==> config.mk <==
export PLATFORM = sky130hd
export DESIGN_NAME = morse_text_decoder_top_flat
export DESIGN_NICKNAME = d
export VERILOG_FILES = /design/src/hdl/mtd_pkg.sv /design/src/hdl/mtd_in_if.sv /design/src/hdl/mtd_out_if.sv /design/src/hdl/mtd_decode.sv /design/src/hdl/mtd_out_fifo.sv /design/src/hdl/morse_text_decoder_top.sv /design/src/flat_wrapper.sv
export SDC_FILE = /design/constraint.sdc
export NUM_CORES = 1
export LEC_CHECK = 0
export BUFFER_PORTS_ARGS = -buffer_cell sky130_fd_sc_hd__buf_2
export CORE_MARGIN = 2
export CORE_UTILIZATION = 31
export DETAILED_ROUTE_END_ITERATION = 8
export HOLD_SLACK_MARGIN = 0.1
export MAX_ROUTING_LAYER = met4
export PLACE_DENSITY_LB_ADDON = 0.1
export SYNTH_ARGS = -nofsm -noshare
export SYNTH_HDL_FRONTEND = slang
export SYNTH_SLANG_ARGS = --single-unit
==> constraint.sdc <==
create_clock -name i_clk -period 4 [get_ports i_clk]
set_clock_uncertainty 0.05 [all_clocks]
set_input_delay 0.4 -clock i_clk [delete_from_list [all_inputs] [get_ports i_clk]]
set_output_delay 0.4 -clock i_clk [all_outputs]
set_load 0.02 [all_outputs]
==> src/hdl/mtd_pkg.sv <==
// morse text decoder: shared types, character and status codes, code lookup table
// used by the decoder, the result queue, the top level and the testbench; depends on nothing

package mtd_pkg;

    // item modes
    localparam logic MODE_CHAR = 1'b0;
    localparam logic MODE_END  = 1'b1;

    // result status codes
    localparam logic [1:0] ST_OK      = 2'd0;
    localparam logic [1:0] ST_BADCHAR = 2'd1;
    localparam logic [1:0] ST_BADCODE = 2'd2;

    // characters of interest
    localparam logic [7:0] CH_DOT   = 8'h2E;
    localparam logic [7:0] CH_DASH  = 8'h2D;
    localparam logic [7:0] CH_SPACE = 8'h20;
    localparam logic [7:0] CH_BSL   = 8'h5C;
    localparam logic [7:0] CH_N     = 8'h6E;
    localparam logic [7:0] CH_NL    = 8'h0A;
    localparam logic [7:0] CH_NONE  = 8'h00;

    // longest code
    localparam logic [2:0] MAX_SYMBOLS = 3'd5;

    // result queue geometry
    localparam int FIFO_DEPTH = 4;
    localparam int PTR_W      = 2;
    localparam int CNT_W      = 3;

    // one result transaction
    typedef struct packed {
        logic [7:0] out_char;
        logic [1:0] status;
        logic       last;
    } t_result;

    // results produced by one decoded item
    typedef struct packed {
        logic [1:0] count;
        t_result    r0;
        t_result    r1;
    } t_wr;

    // code to character, zero for an empty or unknown code
    // symbol k sits in bit k, dash is one
    function automatic logic [7:0] lookup_code(input logic [2:0] len, input logic [4:0] sym);
        logic [7:0] c;
        begin
            c = CH_NONE;
            unique case (len)
                3'd1: c = sym[0] ? "t" : "e";
                3'd2: begin
                    unique case (sym[1:0])
                        2'd0: c = "i";
                        2'd1: c = "n";
                        2'd2: c = "a";
                        2'd3: c = "m";
                        default: c = CH_NONE;
                    endcase
                end
                3'd3: begin
                    unique case (sym[2:0])
                        3'd0: c = "s";
                        3'd1: c = "d";
                        3'd2: c = "r";
                        3'd3: c = "g";
                        3'd4: c = "u";
                        3'd5: c = "k";
                        3'd6: c = "w";
                        3'd7: c = "o";
                        default: c = CH_NONE;
                    endcase
                end
                3'd4: begin
                    unique case (sym[3:0])
                        4'd0:  c = "h";
                        4'd1:  c = "b";
                        4'd2:  c = "l";
                        4'd3:  c = "z";
                        4'd4:  c = "f";
                        4'd5:  c = "c";
                        4'd6:  c = "p";
                        4'd8:  c = "v";
                        4'd9:  c = "x";
                        4'd13: c = "y";
                        4'd14: c = "j";
                        default: c = CH_NONE;
                    endcase
                end
                3'd5: c = (sym == 5'd0) ? CH_DOT : CH_NONE;
                default: c = CH_NONE;
            endcase
            return c;
        end
    endfunction

endpackage

==> src/hdl/mtd_in_if.sv <==
// morse text decoder: input channel, one Morse text character or end mark per transaction
// depends on nothing

interface mtd_in_if;
    logic       valid;
    logic       ready;
    logic       mode;
    logic [7:0] ch;

    modport source (output valid, output mode, output ch, input ready);
    modport sink (input valid, input mode, input ch, output ready);
endinterface

==> src/hdl/mtd_out_if.sv <==
// morse text decoder: output channel, one decoded character or error per transaction
// depends on nothing

interface mtd_out_if;
    logic       valid;
    logic       ready;
    logic [7:0] out_char;
    logic [1:0] status;
    logic       last;

    modport source (output valid, output out_char, output status, output last, input ready);
    modport sink (input valid, input out_char, input status, input last, output ready);
endinterface

==> src/hdl/mtd_decode.sv <==
// morse text decoder: input register, decoder state and per-item decode logic
// depends on mtd_pkg and mtd_in_if

module mtd_decode (
    input  logic                      i_clk,
    input  logic                      i_rst_n,
    mtd_in_if.sink                    i_in,
    input  logic [mtd_pkg::CNT_W-1:0] i_fifo_count,
    output mtd_pkg::t_wr              o_wr
);

    // input register
    logic       r_valid;
    logic       r_mode;
    logic [7:0] r_ch;

    // decoder state
    logic [4:0] r_sym;
    logic [2:0] r_len;
    logic       r_skip;
    logic       r_bs;
    logic       r_halt;

    logic [4:0] n_sym;
    logic [2:0] n_len;
    logic       n_skip;
    logic       n_bs;
    logic       n_halt;

    logic [7:0]   w_code_char;
    logic [7:0]   w_ch;
    logic         w_fail;
    logic [1:0]   w_fail_st;
    logic [3:0]   w_fill;
    mtd_pkg::t_wr w_wr;

    // room for two more results once the item in the register has been written
    assign w_fill     = {1'b0, i_fifo_count} + {2'b00, w_wr.count};
    assign i_in.ready = (w_fill <= 4'(mtd_pkg::FIFO_DEPTH - 2));

    assign w_code_char = mtd_pkg::lookup_code(r_len, r_sym);

    // decode of the registered item
    always_comb begin
        n_sym     = r_sym;
        n_len     = r_len;
        n_skip    = r_skip;
        n_bs      = r_bs;
        n_halt    = r_halt;
        w_fail    = 1'b0;
        w_fail_st = mtd_pkg::ST_OK;
        w_ch      = r_ch;
        w_wr      = '0;
        if (r_valid && !r_halt) begin
            if (r_mode == mtd_pkg::MODE_END) begin
                if (r_bs) begin
                    w_fail    = 1'b1;
                    w_fail_st = mtd_pkg::ST_BADCHAR;
                end else if (r_len != 3'd0) begin
                    if (w_code_char == mtd_pkg::CH_NONE) begin
                        w_fail    = 1'b1;
                        w_fail_st = mtd_pkg::ST_BADCODE;
                    end else begin
                        w_wr.count = 2'd2;
                        w_wr.r0    = '{out_char: w_code_char, status: mtd_pkg::ST_OK, last: 1'b0};
                        w_wr.r1    = '{out_char: mtd_pkg::CH_NL, status: mtd_pkg::ST_OK, last: 1'b1};
                    end
                end else begin
                    w_wr.count = 2'd1;
                    w_wr.r0    = '{out_char: mtd_pkg::CH_NL, status: mtd_pkg::ST_OK, last: 1'b1};
                end
            end else if (r_bs && r_ch != mtd_pkg::CH_N) begin
                n_bs      = 1'b0;
                w_fail    = 1'b1;
                w_fail_st = mtd_pkg::ST_BADCHAR;
            end else begin
                // escaped n stands for a newline
                n_bs = 1'b0;
                if (r_bs) begin
                    w_ch = mtd_pkg::CH_NL;
                end
                priority if (w_ch == mtd_pkg::CH_DOT || w_ch == mtd_pkg::CH_DASH) begin
                    if (r_len >= mtd_pkg::MAX_SYMBOLS) begin
                        w_fail    = 1'b1;
                        w_fail_st = mtd_pkg::ST_BADCODE;
                    end else begin
                        n_sym[r_len] = (w_ch == mtd_pkg::CH_DASH);
                        n_len        = r_len + 3'd1;
                        n_skip       = 1'b0;
                    end
                end else if (w_ch == mtd_pkg::CH_BSL) begin
                    n_bs = 1'b1;
                end else if (w_ch == mtd_pkg::CH_SPACE) begin
                    if (r_len != 3'd0) begin
                        if (w_code_char == mtd_pkg::CH_NONE) begin
                            w_fail    = 1'b1;
                            w_fail_st = mtd_pkg::ST_BADCODE;
                        end else begin
                            n_sym      = '0;
                            n_len      = '0;
                            w_wr.count = 2'd1;
                            w_wr.r0    = '{out_char: w_code_char, status: mtd_pkg::ST_OK,
                                           last: 1'b1};
                        end
                    end else if (!r_skip) begin
                        n_skip     = 1'b1;
                        w_wr.count = 2'd1;
                        w_wr.r0    = '{out_char: mtd_pkg::CH_SPACE, status: mtd_pkg::ST_OK,
                                       last: 1'b1};
                    end
                end else if (w_ch == mtd_pkg::CH_NL) begin
                    if (w_code_char == mtd_pkg::CH_NONE) begin
                        w_fail    = 1'b1;
                        w_fail_st = mtd_pkg::ST_BADCODE;
                    end else begin
                        n_sym      = '0;
                        n_len      = '0;
                        n_skip     = 1'b0;
                        w_wr.count = 2'd2;
                        w_wr.r0    = '{out_char: w_code_char, status: mtd_pkg::ST_OK, last: 1'b0};
                        w_wr.r1    = '{out_char: mtd_pkg::CH_NL, status: mtd_pkg::ST_OK,
                                       last: 1'b1};
                    end
                end else begin
                    w_fail    = 1'b1;
                    w_fail_st = mtd_pkg::ST_BADCHAR;
                end
            end
        end
        // error: single result, code dropped, further items discarded
        if (w_fail) begin
            w_wr.count = 2'd1;
            w_wr.r0    = '{out_char: mtd_pkg::CH_NONE, status: w_fail_st, last: 1'b1};
            w_wr.r1    = '0;
            n_sym      = '0;
            n_len      = '0;
            n_skip     = 1'b0;
            n_bs       = 1'b0;
            n_halt     = 1'b1;
        end
        // end of message always leaves a clean state
        if (r_valid && r_mode == mtd_pkg::MODE_END) begin
            n_sym  = '0;
            n_len  = '0;
            n_skip = 1'b0;
            n_bs   = 1'b0;
            n_halt = 1'b0;
        end
    end

    assign o_wr = w_wr;

    // input register, emptied every cycle
    always_ff @(posedge i_clk) begin
        if (!i_rst_n) begin
            r_valid <= 1'b0;
        end else begin
            r_valid <= i_in.valid && i_in.ready;
        end
        r_mode <= i_in.mode;
        r_ch   <= i_in.ch;
    end

    // decoder state
    always_ff @(posedge i_clk) begin
        if (!i_rst_n) begin
            r_sym  <= '0;
            r_len  <= '0;
            r_skip <= 1'b0;
            r_bs   <= 1'b0;
            r_halt <= 1'b0;
        end else begin
            r_sym  <= n_sym;
            r_len  <= n_len;
            r_skip <= n_skip;
            r_bs   <= n_bs;
            r_halt <= n_halt;
        end
    end

endmodule

==> src/hdl/mtd_out_fifo.sv <==
// morse text decoder: result queue taking up to two results a cycle, one out per transaction
// depends on mtd_pkg and mtd_out_if

module mtd_out_fifo (
    input  logic                      i_clk,
    input  logic                      i_rst_n,
    input  mtd_pkg::t_wr              i_wr,
    mtd_out_if.source                 o_out,
    output logic [mtd_pkg::CNT_W-1:0] o_count
);

    localparam int PTR_W = mtd_pkg::PTR_W;
    localparam int CNT_W = mtd_pkg::CNT_W;

    mtd_pkg::t_result r_entry [mtd_pkg::FIFO_DEPTH];
    logic [mtd_pkg::PTR_W-1:0] r_wr_ptr;
    logic [mtd_pkg::PTR_W-1:0] r_rd_ptr;
    logic [mtd_pkg::CNT_W-1:0] r_count;

    logic [mtd_pkg::PTR_W-1:0] w_wr_ptr1;
    logic                      w_pop;

    assign w_wr_ptr1 = r_wr_ptr + PTR_W'(1);
    assign w_pop     = o_out.valid && o_out.ready;

    // head entry drives the output
    assign o_out.valid    = (r_count != '0);
    assign o_out.out_char = r_entry[r_rd_ptr].out_char;
    assign o_out.status   = r_entry[r_rd_ptr].status;
    assign o_out.last     = r_entry[r_rd_ptr].last;
    assign o_count        = r_count;

    // entry writes
    always_ff @(posedge i_clk) begin
        if (i_wr.count != 2'd0) begin
            r_entry[r_wr_ptr] <= i_wr.r0;
        end
        if (i_wr.count == 2'd2) begin
            r_entry[w_wr_ptr1] <= i_wr.r1;
        end
    end

    // pointers and fill count
    always_ff @(posedge i_clk) begin
        if (!i_rst_n) begin
            r_wr_ptr <= '0;
            r_rd_ptr <= '0;
            r_count  <= '0;
        end else begin
            r_wr_ptr <= r_wr_ptr + PTR_W'(i_wr.count);
            if (w_pop) begin
                r_rd_ptr <= r_rd_ptr + PTR_W'(1);
            end
            r_count <= r_count + CNT_W'(i_wr.count) - CNT_W'(w_pop);
        end
    end

endmodule

==> src/hdl/morse_text_decoder_top.sv <==
// morse text decoder top level: input register and decoder feeding a small result queue
// depends on mtd_pkg, mtd_in_if, mtd_out_if, mtd_decode and mtd_out_fifo
//
// Usage
//  i_in carries one transaction per Morse text character (mode 0, ch) or an end of
//  message mark (mode 1). o_out returns decoded characters, one per transaction, with
//  status and a last flag on the final result of each item. An item gives zero, one
//  or two results; an error gives one result with out_char zero and status set, after
//  which items are dropped until the end mark.
//  An accepted item is held in the input register and decoded from there; its results
//  are written into the result queue, from which the receiver takes them.
//  Throughput: one item per cycle while the receiver takes results and items give at most
//  one result each; items that give two results are bound by the output, one result per
//  cycle. The bound comes from the four-entry result queue: i_in.ready is high while the
//  queue, counting the item held in the input register, keeps room for two more results.
//  When the receiver stalls the queue fills and i_in.ready drops; nothing is lost.
//  Reset (i_rst_n low, synchronous) clears the code, flags and queue; the block takes
//  items from the first cycle after reset.

module morse_text_decoder_top (
    input  logic      i_clk,
    input  logic      i_rst_n,
    mtd_in_if.sink    i_in,
    mtd_out_if.source o_out
);

    localparam int CNT_W = mtd_pkg::CNT_W;

    mtd_pkg::t_wr              w_wr;
    logic [mtd_pkg::CNT_W-1:0] w_count;

    // decode stage
    mtd_decode u_decode (
        .i_clk        (i_clk),
        .i_rst_n      (i_rst_n),
        .i_in         (i_in),
        .i_fifo_count (w_count),
        .o_wr         (w_wr)
    );

    // result queue
    mtd_out_fifo u_out_fifo (
        .i_clk   (i_clk),
        .i_rst_n (i_rst_n),
        .i_wr    (w_wr),
        .o_out   (o_out),
        .o_count (w_count)
    );

    // queue never overfills
    a_no_overflow: assert property (@(posedge i_clk) disable iff (!i_rst_n)
        w_count <= CNT_W'(mtd_pkg::FIFO_DEPTH))
        else $error("result queue overfilled");

    // a pair of results carries last only on the second
    a_pair_last: assert property (@(posedge i_clk) disable iff (!i_rst_n)
        w_wr.count == 2'd2 |-> !w_wr.r0.last && w_wr.r1.last)
        else $error("last flag misplaced in result pair");

    // an error result is zero and ends its item
    a_error_form: assert property (@(posedge i_clk) disable iff (!i_rst_n)
        o_out.valid && o_out.status != mtd_pkg::ST_OK |-> o_out.out_char == 8'h00 && o_out.last)
        else $error("malformed error result");

    // queue empty in the cycle after reset is seen
    a_reset_empty: assert property (@(posedge i_clk)
        !i_rst_n |=> !o_out.valid)
        else $error("results visible after reset");

endmodule

==> src/flat_wrapper.sv <==
// flat-port wrapper written by rule: the top's interface ports become plain ports
module morse_text_decoder_top_flat 
  (i_clk, i_rst_n, i_in_valid, i_in_mode, i_in_ch, i_in_ready, o_out_valid, o_out_out_char, o_out_status, o_out_last, o_out_ready);
  mtd_in_if i_in_i ();
  mtd_out_if o_out_i ();
  input  logic i_clk;
  input  logic i_rst_n;
  input wire logic [$bits(i_in_i.valid)-1:0] i_in_valid;
  input wire logic [$bits(i_in_i.mode)-1:0] i_in_mode;
  input wire logic [$bits(i_in_i.ch)-1:0] i_in_ch;
  output wire logic [$bits(i_in_i.ready)-1:0] i_in_ready;
  output wire logic [$bits(o_out_i.valid)-1:0] o_out_valid;
  output wire logic [$bits(o_out_i.out_char)-1:0] o_out_out_char;
  output wire logic [$bits(o_out_i.status)-1:0] o_out_status;
  output wire logic [$bits(o_out_i.last)-1:0] o_out_last;
  input wire logic [$bits(o_out_i.ready)-1:0] o_out_ready;
  assign i_in_i.valid = i_in_valid;
  assign i_in_i.mode = i_in_mode;
  assign i_in_i.ch = i_in_ch;
  assign i_in_ready = i_in_i.ready;
  assign o_out_valid = o_out_i.valid;
  assign o_out_out_char = o_out_i.out_char;
  assign o_out_status = o_out_i.status;
  assign o_out_last = o_out_i.last;
  assign o_out_i.ready = o_out_ready;
  morse_text_decoder_top u_core (.i_clk(i_clk), .i_rst_n(i_rst_n), .i_in(i_in_i), .o_out(o_out_i));
endmodule
==> run summary, run 1 <==
run status -> finished, final reports clean
Buffers on Ports -> 24
startpoint types -> flip-flop
wire per inst -> 16.8 um
final instance area -> 5400 um^2
Worst EP required -> 3.55 ns
maximum VDD drop -> 0.201 mV
Buffers & Inverters on Critical Path -> 1
Max-Cap Viols -> 0
Mapped Nets -> 482
DR DRC count -> 0
hpwl dp -> 8520 um
total number of vias -> 3571
Die Area -> 15000 um^2
drt pass-1 iters -> 4
RSZ-0062 raised after global routing -> yes
Tightest Pin Transition -> 0.738 ns
final hold violation count -> 0
CORE AREA -> 13800 um^2
vias in the first global route -> 3550
Initial Utilization -> 31.5%
Final Cycle Share -> 99.5%
hold_ws -> 0.243 ns
number of synthesized flops with an enable pin -> 12
Num CTS Buffers -> 9
Die Y -> 123 um
Syn Inst Count -> 449
Power, Total -> 0.00221 W
DR iter-0 viols -> 258
final WL -> 11600 um
Cell Area, Synth -> 4360 um^2
CTS tree -> done
Worst-path clk slew -> 0.06 ns
Worst slew margin -> 50.7%
Async SR Flop Fraction -> 0%
Total GRT Usage -> 17.1%
P_leak -> 2.13 nW
clk_lat worst skew -> 0.35 ns
global-route wire length before repair -> 18900 um
CTS max path bufs -> 2
Hold/Removal Path Class -> input pin to flip-flop
synth unique cells -> 78
min Tclk post-route -> 3.98 ns
initial antenna violation count -> 0
Crit path top cell by count -> ha_4
Site Rows -> 43
gr ovfl total -> 0
Critical Path AT -> 3.53 ns
H-tree levels -> 3
Via density -> 5.15
Power Density -> 410 nW/um^2
IO Count -> 26
CP endpoint kind -> output port
layout cells sized above 1 -> 23.8%
Seq/Total Area, Yosys -> 39.9%
clock root cell -> clkbuf_16
Ant. Diodes -> 0
clock sink total -> 81
Crit path largest cell delay -> 0.57 ns
Area Growth Syn to Fin -> 23.9%
top_reg_cell synth -> dfxtp_1
Placer Congestion -> 0.823
max-slew violations -> 0
fin nets -> 541
largest net degree at the start of global routing -> 17
Post-DP Area -> 4730 um^2
DIE WIDTH -> 123 um
total number of yosys warnings -> 0
Cell Chain, Critical Path -> ha_4 -> ha_4 -> a32o_1 -> a41o_1 -> or4b_4 -> nor3_4 -> o31a_1 -> o21ai_2 -> ha_2 -> fa_2 -> o21a_1 -> a21oi_2 -> buf_4
most common cell after layout, fill and taps aside -> dfxtp_1
Fmax -> 251 MHz
post-route ant nets -> 0
worst-path maximum fanout -> 5
fin util -> 39.1%
reg-to-reg setup timing slack -> 0.26 ns
most frequent cells in the layout -> 67 x dfxtp_1, 50 x nand2_1, 30 x o21ai_0, 29 x buf_4, 27 x nor2_1
Final Setup Violations -> 0
CP max-delay cell -> or4b_4
crit-path leading delay family -> compound AO/OA/AOI/OAI gates
Setup CP Type -> flip-flop to output port
syn_area_per_cell -> 9.71 um^2
register bit total from synthesis -> 81
==> per-layer routing <==
metal / vias to the layer above / wire (um) / GRT usage [%]
li1: 1770 / - / -
met5: - / 0 / -
met3: 18 / 395 / 4.55
met1: 1709 / 5350 / 21.0
met2: 74 / 5650 / 27.5
met4: 0 / 223 / 5.46
==> final timing paths <==
path                                                                   start                                           end  cells past startpoint
worst min register to register  u_core.u_out_fifo.r_entry[0][8]$_SDFFE_PP0P_  u_core.u_out_fifo.r_entry[0][8]$_SDFFE_PP0P_                      2
worst max register to register         u_core.u_decode.r_len[0]$_SDFFE_PP0P_                                     flip-flop                     14
worst max-delay path                   u_core.u_decode.r_len[0]$_SDFFE_PP0P_                                    i_in_ready                     13
worst min-delay path                                              i_in_valid            u_core.u_decode.r_valid$_SDFF_PN0_                      2
==> area by class of cell <==
class,count,area (um^2)
multi-input combinational,334,2600
sequential,81,1750
clock buffer,12,250
timing repair buffer,63,445
tap,180,225
inverter,19,76.3
fill,1398,8420
clock inverter,4,52.6
==> synthesized netlist by cell type (4+ instances only) <==
master     n  area, um^2
and2_1    11        68.8
nor2_1    28         105
mux2i_1   22         220
nand3_1   16        80.1
o21ai_0   31         155
inv_1     17        63.8
a21oi_1   17        85.1
nor3_1     6        30.0
a32o_1     5        50.1
clkbuf_1   8        30.0
ha_1      18         225
nand2_1   50         188
edfxtp_1  12         360
nand4_1    4        25.0
nand2b_1   7        43.8
mux4_2    10         225
o211ai_1  13        97.6
dfxtp_1   69        1380
xnor2_1    6        52.6
nor2b_1    8        50.1
==> cell families after synthesis <==
group	synth area share, %
and+or+nand+nor	20.4
AOI/OAI and AO/OA	18.0
DFF	39.9
buffers and inverters	3.47
muxes	10.5
adders and majority gates	6.08
xor gates and xnor gates	1.61
other	0.0860
==> power breakdown <==
part / total, W / internal, W / switching [W]
combinational: 0.000418 / 0.000211 / 0.000207
sequential: 0.000960 / 0.000879 / 0.0000812
clock: 0.000837 / 0.000509 / 0.000328
total: 0.00221 / 0.00160 / 0.000616
==> per-stage QoR <==
stage          setup TNS [ns]  std cells  worst slack (ns)
2_1_floorplan               0        449            0.0727
3_3_place_gp                0        652             0.160
3_5_place_dp                0        652            0.0342
4_1_cts                     0        688           0.00527
5_1_grt               -0.0848        693           -0.0848
6_report                    0        693            0.0207
==> timing repair <==
| item | in CTS | in global routing |
|---|---|---|
| gates resized for setup | 17 | 18 |
| buffers inserted | 11 | 5 |
| endpoints found under the hold margin | 9 | 0 |
| hold buffers | 9 | 0 |
| setup endpoints to repair | 1 | 1 |
| pin swaps | 10 | 12 |
Power figures use the tool's default switching activity.
==> run 2: changes to the inputs <==
- ABC_AREA: default -> 1
- PLACE_DENSITY: default -> 0.49
- PLACE_DENSITY_LB_ADDON: 0.1 -> default
- SYNTH_HIERARCHICAL: default -> 1
==> run 2 against run 1 <==
Effect of this change: sequential power up 4%; global-route usage shrank 2.7 points; clock-buffer cell count stayed put; sequential share of layout area up 5.0 points; synthesized cell count up 43%; critical path depth rose by 3; via count is 18% higher; first-iteration DRC count is 29% lower; critical path type unchanged; largest cell class unchanged; largest power group unchanged.
==> run summary, run 2 <==
synth top area cells -> edfxtp_1 26%, dfxtp_1 16%, nand2_1 11%, nor2_1 5.7%, inv_1 5.2% (was dfxtp_1 32%, edfxtp_1 8.3%, ha_1 5.2%, mux4_2 5.2%, mux2i_1 5.1%)
Async SR Flop Fraction -> 0% (unchanged)
count leader, synth -> nand2_1 (was dfxtp_1)
initial antenna violation count -> 0 (unchanged)
Critical Path AT -> 3.30 ns (was 3.53 ns)
wire per inst -> 13.2 um (was 16.8 um)
Num CTS Buffers -> 9 (unchanged)
CP max-delay cell -> fa_1 (was or4b_4)
synth unique cells -> 41 (was 78)
top cell type's share of synthesized area -> 26.1% (was 31.7%)
Crit path largest cell delay -> 0.42 ns (was 0.57 ns)
gr busiest metal -> met2 (unchanged)
Syn Inst Count -> 644 (was 449)
startpoint types -> flip-flop (unchanged)
Total GRT Usage -> 14.5% (was 17.1%)
register bit total from synthesis -> 85 (was 81)
run status -> finished, final reports clean (unchanged)
H-tree levels -> 3 (unchanged)
Die Area -> 17300 um^2 (was 15000 um^2)
largest net degree at the start of global routing -> 24 (was 17)
Fmax -> 267 MHz (was 251 MHz)
crit-path leading delay family -> adder cells (was compound AO/OA/AOI/OAI gates)
Power Density -> 413 nW/um^2 (was 410 nW/um^2)
Setup CP Type -> flip-flop to output port (unchanged)
P_leak -> 2.41 nW (was 2.13 nW)
Buffers on Ports -> 25 (was 24)
Worst slew margin -> 46.9% (was 50.7%)
Final Cycle Share -> 93.6% (was 99.5%)
Cell Chain, Critical Path -> ha_1 -> ha_1 -> nand3b_2 -> nor2_4 -> nand3_2 -> nor2_4 -> nand3_2 -> a21oi_4 -> nand2_4 -> o21ai_1 -> ha_1 -> fa_1 -> nand2_1 -> nand2_1 -> inv_1 -> buf_2 (was ha_4 -> ha_4 -> a32o_1 -> a41o_1 -> or4b_4 -> nor3_4 -> o31a_1 -> o21ai_2 -> ha_2 -> fa_2 -> o21a_1 -> a21oi_2 -> buf_4)
final hold violation count -> 0 (unchanged)
hpwl dp -> 8640 um (was 8520 um)
Buffers & Inverters on Critical Path -> 2 (was 1)
maximum VDD drop -> 0.199 mV (was 0.201 mV)
Tightest Pin Transition -> 0.792 ns (was 0.738 ns)
Power, Total -> 0.00237 W (was 0.00221 W)
vias in the first global route -> 4036 (was 3550)
grt met3 use -> 3.05% (was 4.55%)
post-route ant nets -> 0 (unchanged)
Hold/Removal Path Class -> input pin to flip-flop (unchanged)
DR DRC count -> 0 (unchanged)
Initial Utilization -> 31.8% (was 31.5%)
number of synthesized flops with an enable pin -> 44 (was 12)
IO Count -> 26 (unchanged)
Worst-path clk slew -> 0.06 ns (about the same)
Post-DP Area -> 5350 um^2 (was 4730 um^2)
CTS max path bufs -> 2 (unchanged)
M2 GR Usage -> 24.1% (was 27.5%)
CP endpoint kind -> output port (unchanged)
top_reg_cell synth -> edfxtp_1 (was dfxtp_1)
DR iter-0 viols -> 184 (was 258)
Die Y -> 132 um (was 123 um)
syn_area_per_cell -> 7.85 um^2 (was 9.71 um^2)
clk_lat worst skew -> 0.34 ns (was 0.35 ns)
area leader, netlist -> edfxtp_1 (was dfxtp_1)
Max-Cap Viols -> 0 (unchanged)
worst-path maximum fanout -> 6 (was 5)
Placer Congestion -> 0.961 (was 0.823)
Area Growth Syn to Fin -> 13.4% (was 23.9%)
Site Rows -> 46 (was 43)
Worst EP required -> 3.55 ns (about the same)
Crit path top cell by count -> ha_1 (was ha_4)
RSZ-0062 raised after global routing -> no (was yes)
max-slew violations -> 0 (unchanged)
total number of yosys warnings -> 6 (was 0)
min Tclk post-route -> 3.75 ns (was 3.98 ns)
most common cell after layout, fill and taps aside -> nand2_1 (was dfxtp_1)
met1 usage -> 16.6% (was 21.0%)
setup tns final -> 0 ns (unchanged)
Cell Area, Synth -> 5060 um^2 (was 4360 um^2)
Layout fillers -> 1690 (was 1398)
top cells by count, synth -> 153 x nand2_1, 77 x nor2_1, 70 x inv_1 (was 69 x dfxtp_1, 50 x nand2_1, 31 x o21ai_0)
Final Setup Violations -> 0 (unchanged)
final instance area -> 5730 um^2 (was 5400 um^2)
global-route wire length before repair -> 19500 um (was 18900 um)
clock root cell -> clkbuf_16 (unchanged)
most frequent cells in the layout -> 152 x nand2_1, 77 x nor2_1, 69 x inv_1, 44 x edfxtp_1, 40 x dfxtp_1 (was 67 x dfxtp_1, 50 x nand2_1, 30 x o21ai_0, 29 x buf_4, 27 x nor2_1)
Via density -> 4.68 (was 5.15)
fin nets -> 713 (was 541)
final WL -> 11900 um (was 11600 um)
Ant. Diodes -> 0 (unchanged)
CORE AREA -> 15900 um^2 (was 13800 um^2)
gr ovfl total -> 0 (unchanged)
DIE WIDTH -> 132 um (was 123 um)
drt pass-1 iters -> 4 (unchanged)
CTS tree -> done (unchanged)
total number of vias -> 4219 (was 3571)
clock sink total -> 85 (was 81)
reg-to-reg setup timing slack -> 0.70 ns (was 0.26 ns)
layout cells sized above 1 -> 15.6% (was 23.8%)
Seq/Total Area, Yosys -> 42.4% (was 39.9%)
run 2: changes by cell type after synthesis, moves of 10 or more:
cell / previous run / this run
edfxtp_1: 12 / 44
inv_1: 17 / 70
mux4_2: 10 / 0
nand2_1: 50 / 153
o21ai_2: 1 / 13
dfxtp_1: 69 / 41
nor2_1: 28 / 77
buf_4: 2 / 15
o211ai_1: 13 / 3
mux2i_1: 22 / 1
and2_1: 11 / 0
nand3_1: 16 / 30
o21ai_1: 2 / 33
run 2: through the flow:
stage / utilization (%) / cells / hold slack [ns] / setup slack (ns)
2_1_floorplan: - / 652 / 0.378 / 0.416
4_1_cts: 36.0 / 900 / 0.100 / 0.142
3_5_place_dp: 33.7 / 877 / 0.396 / 0.527
5_1_grt: 36.1 / 901 / 0.105 / 0.00326
6_report: 36.1 / 901 / 0.114 / 0.254
3_3_place_gp: 33.7 / 877 / 0.391 / 0.607
run 2: worst paths after layout:
path | startpoint | end | cells past startpoint
max | u_core/u_decode/r_len[1]$_SDFFE_PP0P_ | i_in_ready | 16
min | i_in_ch[1] | u_core/u_decode/r_ch[1]$_DFF_P_ | 1
max reg2reg | u_core/u_decode/r_len[1]$_SDFFE_PP0P_ | u_core/u_out_fifo/r_entry[2][9]$_DFFE_PP_ | 14
min reg2reg | u_core/u_decode/r_halt$_SDFFE_PP0N_ | u_core/u_decode/r_halt$_SDFFE_PP0N_ | 2
run 2: kinds of logic (layout without fill, tap and decap cells):
logic type | Yosys count | count (layout) | synth area share (%)
and+or+nand+nor | 304 | 304 | 27.1
adders and majority gates | 20 | 20 | 5.25
DFF | 85 | 85 | 42.4
muxes | 1 | 1 | 0.198
AOI/OAI and AO/OA | 124 | 124 | 14.5
buffers and inverters | 109 | 142 | 10.6
other | 1 | 9 | 0.0742
run 2: area by class of cell:
type / count / area, um^2 / area share (%)
Multi-Input combinational cell: 458 / 2410 / 42.1
Sequential cell: 85 / 2140 / 37.4
Timing Repair Buffer: 48 / 318 / 5.54
Inverter: 78 / 293 / 5.11
Tap cell: 216 / 270 / 4.72
Clock buffer: 12 / 246 / 4.30
Clock inverter: 4 / 47.5 / 0.830
run 2: report_power, final:
part	switching [W]	leakage [nW]	total [W]	internal, W
sequential	0.0000318	0.738	0.00100	0.000972
combinational	0.000358	1.53	0.000533	0.000175
clock	0.000332	0.143	0.000831	0.000499
total	0.000722	2.41	0.00237	0.00165
run 2: what timing repair did:
item	CTS	global route
endpoints found under the setup margin	0	1
gates resized for setup	0	5
hold endpoints to repair	7	1
setup buffers	0	0
hold buffers	7	1
run 2: layer usage:
layer | routed length, um | part of all wire, % | up-vias
met1 | 5250 | 44 | 1926
met5 | 0 | 0 | -
met4 | 346 | 2.9 | 0
li1 | - | - | 2172
met2 | 5800 | 49 | 86
met3 | 457 | 3.9 | 35
==> run 3: changes to the inputs <==
- REMOVE_ABC_BUFFERS: default -> 1
==> run 3 against run 2 <==
Effect of this change: cell count is 0.11% higher; first-iteration DRC count is 28% higher; setup slack improved by 0.026 ns; design area grew 0.94%; combinational power about the same; largest power group unchanged.
==> run summary, run 3 (synthesis gave the netlist of run 2 again) <==
run status -> finished, final reports clean (unchanged)
Buffers on Ports -> 25 (unchanged)
startpoint types -> flip-flop (unchanged)
clock root cell -> clkbuf_16 (unchanged)
Place WS -> 0.488 ns (was 0.527 ns)
DIE WIDTH -> 132 um (unchanged)
Power Density -> 417 nW/um^2 (was 413 nW/um^2)
Post-DP Area -> 5350 um^2 (unchanged)
vias in the first global route -> 4019 (was 4036)
Int Pwr -> 0.00169 W (was 0.00165 W)
Via density -> 4.61 (was 4.68)
clock share of power -> 36.4% (was 35.1%)
R2R Path End -> u_core/u_out_fifo/r_entry[2][2]$_DFFE_PP_ (was u_core/u_out_fifo/r_entry[2][9]$_DFFE_PP_)
Final Setup Violations -> 0 (unchanged)
worst-case reg-to-reg path depth -> 14 (unchanged)
switching share of power -> 29.7% (was 30.5%)
Placer Congestion -> 0.929 (was 0.961)
IO Count -> 26 (unchanged)
Num CTS Buffers -> 9 (unchanged)
combinational fraction of design power -> 22.0% (was 22.5%)
H-tree levels -> 3 (unchanged)
worst setup margin -> 0.280 ns (was 0.254 ns)
setup tns final -> 0 ns (unchanged)
CP endpoint kind -> output port (unchanged)
DR iter-0 viols -> 236 (was 184)
Worst EP required -> 3.55 ns (about the same)
sequential share of power -> 41.6% (was 42.4%)
wire per inst -> 13.1 um (was 13.2 um)
gr ovfl total -> 0 (unchanged)
final WL -> 11800 um (was 11900 um)
Tightest Pin Transition -> 0.758 ns (was 0.792 ns)
CTS tree -> done (unchanged)
CTS max path bufs -> 2 (unchanged)
drt pass-1 iters -> 5 (was 4)
most common cell after layout, fill and taps aside -> nand2_1 (unchanged)
final hold violation count -> 0 (unchanged)
reg-to-reg setup timing slack -> 0.90 ns (was 0.70 ns)
Fmax -> 269 MHz (was 267 MHz)
max-slew violations -> 0 (unchanged)
min Tclk post-route -> 3.72 ns (was 3.75 ns)
initial antenna violation count -> 0 (unchanged)
Hold Path Origin -> i_in_valid (was i_in_ch[1])
RSZ-0062 raised after global routing -> no (unchanged)
largest net degree at the start of global routing -> 24 (unchanged)
Worst-path clk slew -> 0.06 ns (about the same)
Total GRT Usage -> 14.7% (was 14.5%)
clock sink total -> 85 (unchanged)
Site Rows -> 46 (unchanged)
global-route wire length before repair -> 19800 um (was 19500 um)
post-route ant nets -> 0 (unchanged)
Area Growth Syn to Fin -> 14.4% (was 13.4%)
fin nets -> 714 (was 713)
Critical Path AT -> 3.27 ns (was 3.30 ns)
clk_lat worst skew -> 0.34 ns (about the same)
DR DRC count -> 0 (unchanged)
worst-path maximum fanout -> 6 (unchanged)
Initial Utilization -> 31.8% (unchanged)
Power, Total -> 0.00241 W (was 0.00237 W)
maximum VDD drop -> 0.233 mV (was 0.199 mV)
final instance area -> 5790 um^2 (was 5730 um^2)
Final Cycle Share -> 93.0% (was 93.6%)
most frequent cells in the layout -> 153 x nand2_1, 75 x nor2_1, 69 x inv_1, 44 x edfxtp_1, 39 x dfxtp_1 (was 152 x nand2_1, 77 x nor2_1, 69 x inv_1, 44 x edfxtp_1, 40 x dfxtp_1)
hpwl dp -> 8650 um (was 8640 um)
Setup CP Type -> flip-flop to output port (unchanged)
# Post-CTS Setup Buffers -> 0 (unchanged)
Worst slew margin -> 49.1% (was 46.9%)
CORE AREA -> 15900 um^2 (unchanged)
Sw Pwr -> 0.000716 W (was 0.000722 W)
P_leak -> 2.42 nW (was 2.41 nW)
hold endpoint -> u_core/u_decode/r_valid$_SDFF_PN0_ (was u_core/u_decode/r_ch[1]$_DFF_P_)
worst r2r src -> u_core/u_decode/r_len[0]$_SDFFE_PP0P_ (was u_core/u_decode/r_len[1]$_SDFFE_PP0P_)
Ant. Diodes -> 0 (unchanged)
layout cells sized above 1 -> 16.2% (was 15.6%)
Die Area -> 17300 um^2 (unchanged)
Layout fillers -> 1684 (was 1690)
total number of vias -> 4154 (was 4219)
Hold/Removal Path Class -> input pin to flip-flop (unchanged)
hold path cells -> 3 (was 1)
Max-Cap Viols -> 0 (unchanged)
Die Y -> 132 um (unchanged)
[run 3: cell count changes in the layout (fill, tap and decap cells not counted), moves of 2 or more]
| cell | change |
|---|---|
| clkinv_2 | -2 |
| nor2_1 | -2 |
| nor2_2 | +2 |
| ha_1 | -2 |
[run 3: cell type report]
| type | count | area (um^2) | share of cell area [%] |
|---|---|---|---|
| multi-input combinational | 458 | 2440 | 42.1 |
| timing repair buffer | 49 | 328 | 5.67 |
| clock buffer | 12 | 236 | 4.09 |
| sequential | 85 | 2150 | 37.1 |
| inverter | 78 | 293 | 5.06 |
| tap | 216 | 270 | 4.67 |
| clock inverter | 4 | 75.1 | 1.30 |
[run 3: what timing repair did]
action / 4_1_cts / 5_1_grt
hold buffers: 8 / 1
setup endpoints to repair: 0 / 1
endpoints found under the hold margin: 8 / 1
gates resized for setup: 0 / 11
[run 3: layer usage]
metal	share of wire [%]	routed length [um]	vias up	global-route usage, %
li1	-	-	2180	-
met1	47	5500	1888	17.6
met2	50	5840	75	25.0
met3	3.1	368	11	3.01
met4	0.79	93	0	4.05
met5	0	0	-	-
[run 3: per-stage QoR]
step                      utilization [%]  cells  hold slack (ns)
after global routing                 36.4    902            0.282
after detailed placement             33.7    877            0.396
after floorplan                         -    621            0.378
final                                36.4    902            0.260
after CTS                            36.2    901            0.103
after global placement               33.7    877            0.392
[run 3: worst max-delay path by stage]
stage | endpoint | start | slack, ns
4_1_cts | i_in_ready | u_core/u_decode/r_len[1]$_SDFFE_PP0P_ | 0.11
3_3_place_gp | i_in_ready | u_core/u_decode/r_len[0]$_SDFFE_PP0P_ | 0.59
2_1_floorplan | u_core/u_out_fifo/r_entry[0][0]$_DFFE_PP_ | u_core/u_decode/r_len[2]$_SDFFE_PP0P_ | 0.07
3_5_place_dp | i_in_ready | u_core/u_decode/r_len[1]$_SDFFE_PP0P_ | 0.49
5_1_grt | i_in_ready | u_core/u_decode/r_len[1]$_SDFFE_PP0P_ | 0.02
6_report | i_in_ready | u_core/u_decode/r_len[0]$_SDFFE_PP0P_ | 0.28
[run 3: worst max-delay path, cell delays in order (launching register included)]
cell and delay (ns):
dfxtp_4 0.37, ha_1 0.21, ha_2 0.21, nand3b_2 0.23, nor2_4 0.13, nand3_2 0.11
nor2_4 0.14, nand3_2 0.10, a21oi_1 0.17, o21ai_0 0.14, ha_1 0.24, fa_1 0.36
inv_1 0.08, a21oi_1 0.04, a21oi_1 0.11, nand2_1 0.08, inv_1 0.05, buf_2 0.15
[run 3: power by group through the flow]
stage                     clock, W  combinational (W)  sequential (W)
after floorplan                  0           0.000343         0.00103
after global placement           0           0.000522         0.00102
after detailed placement         0           0.000532         0.00102
after CTS                 0.000899           0.000538         0.00100
after global routing      0.000934           0.000600         0.00101
final                     0.000876           0.000531         0.00100
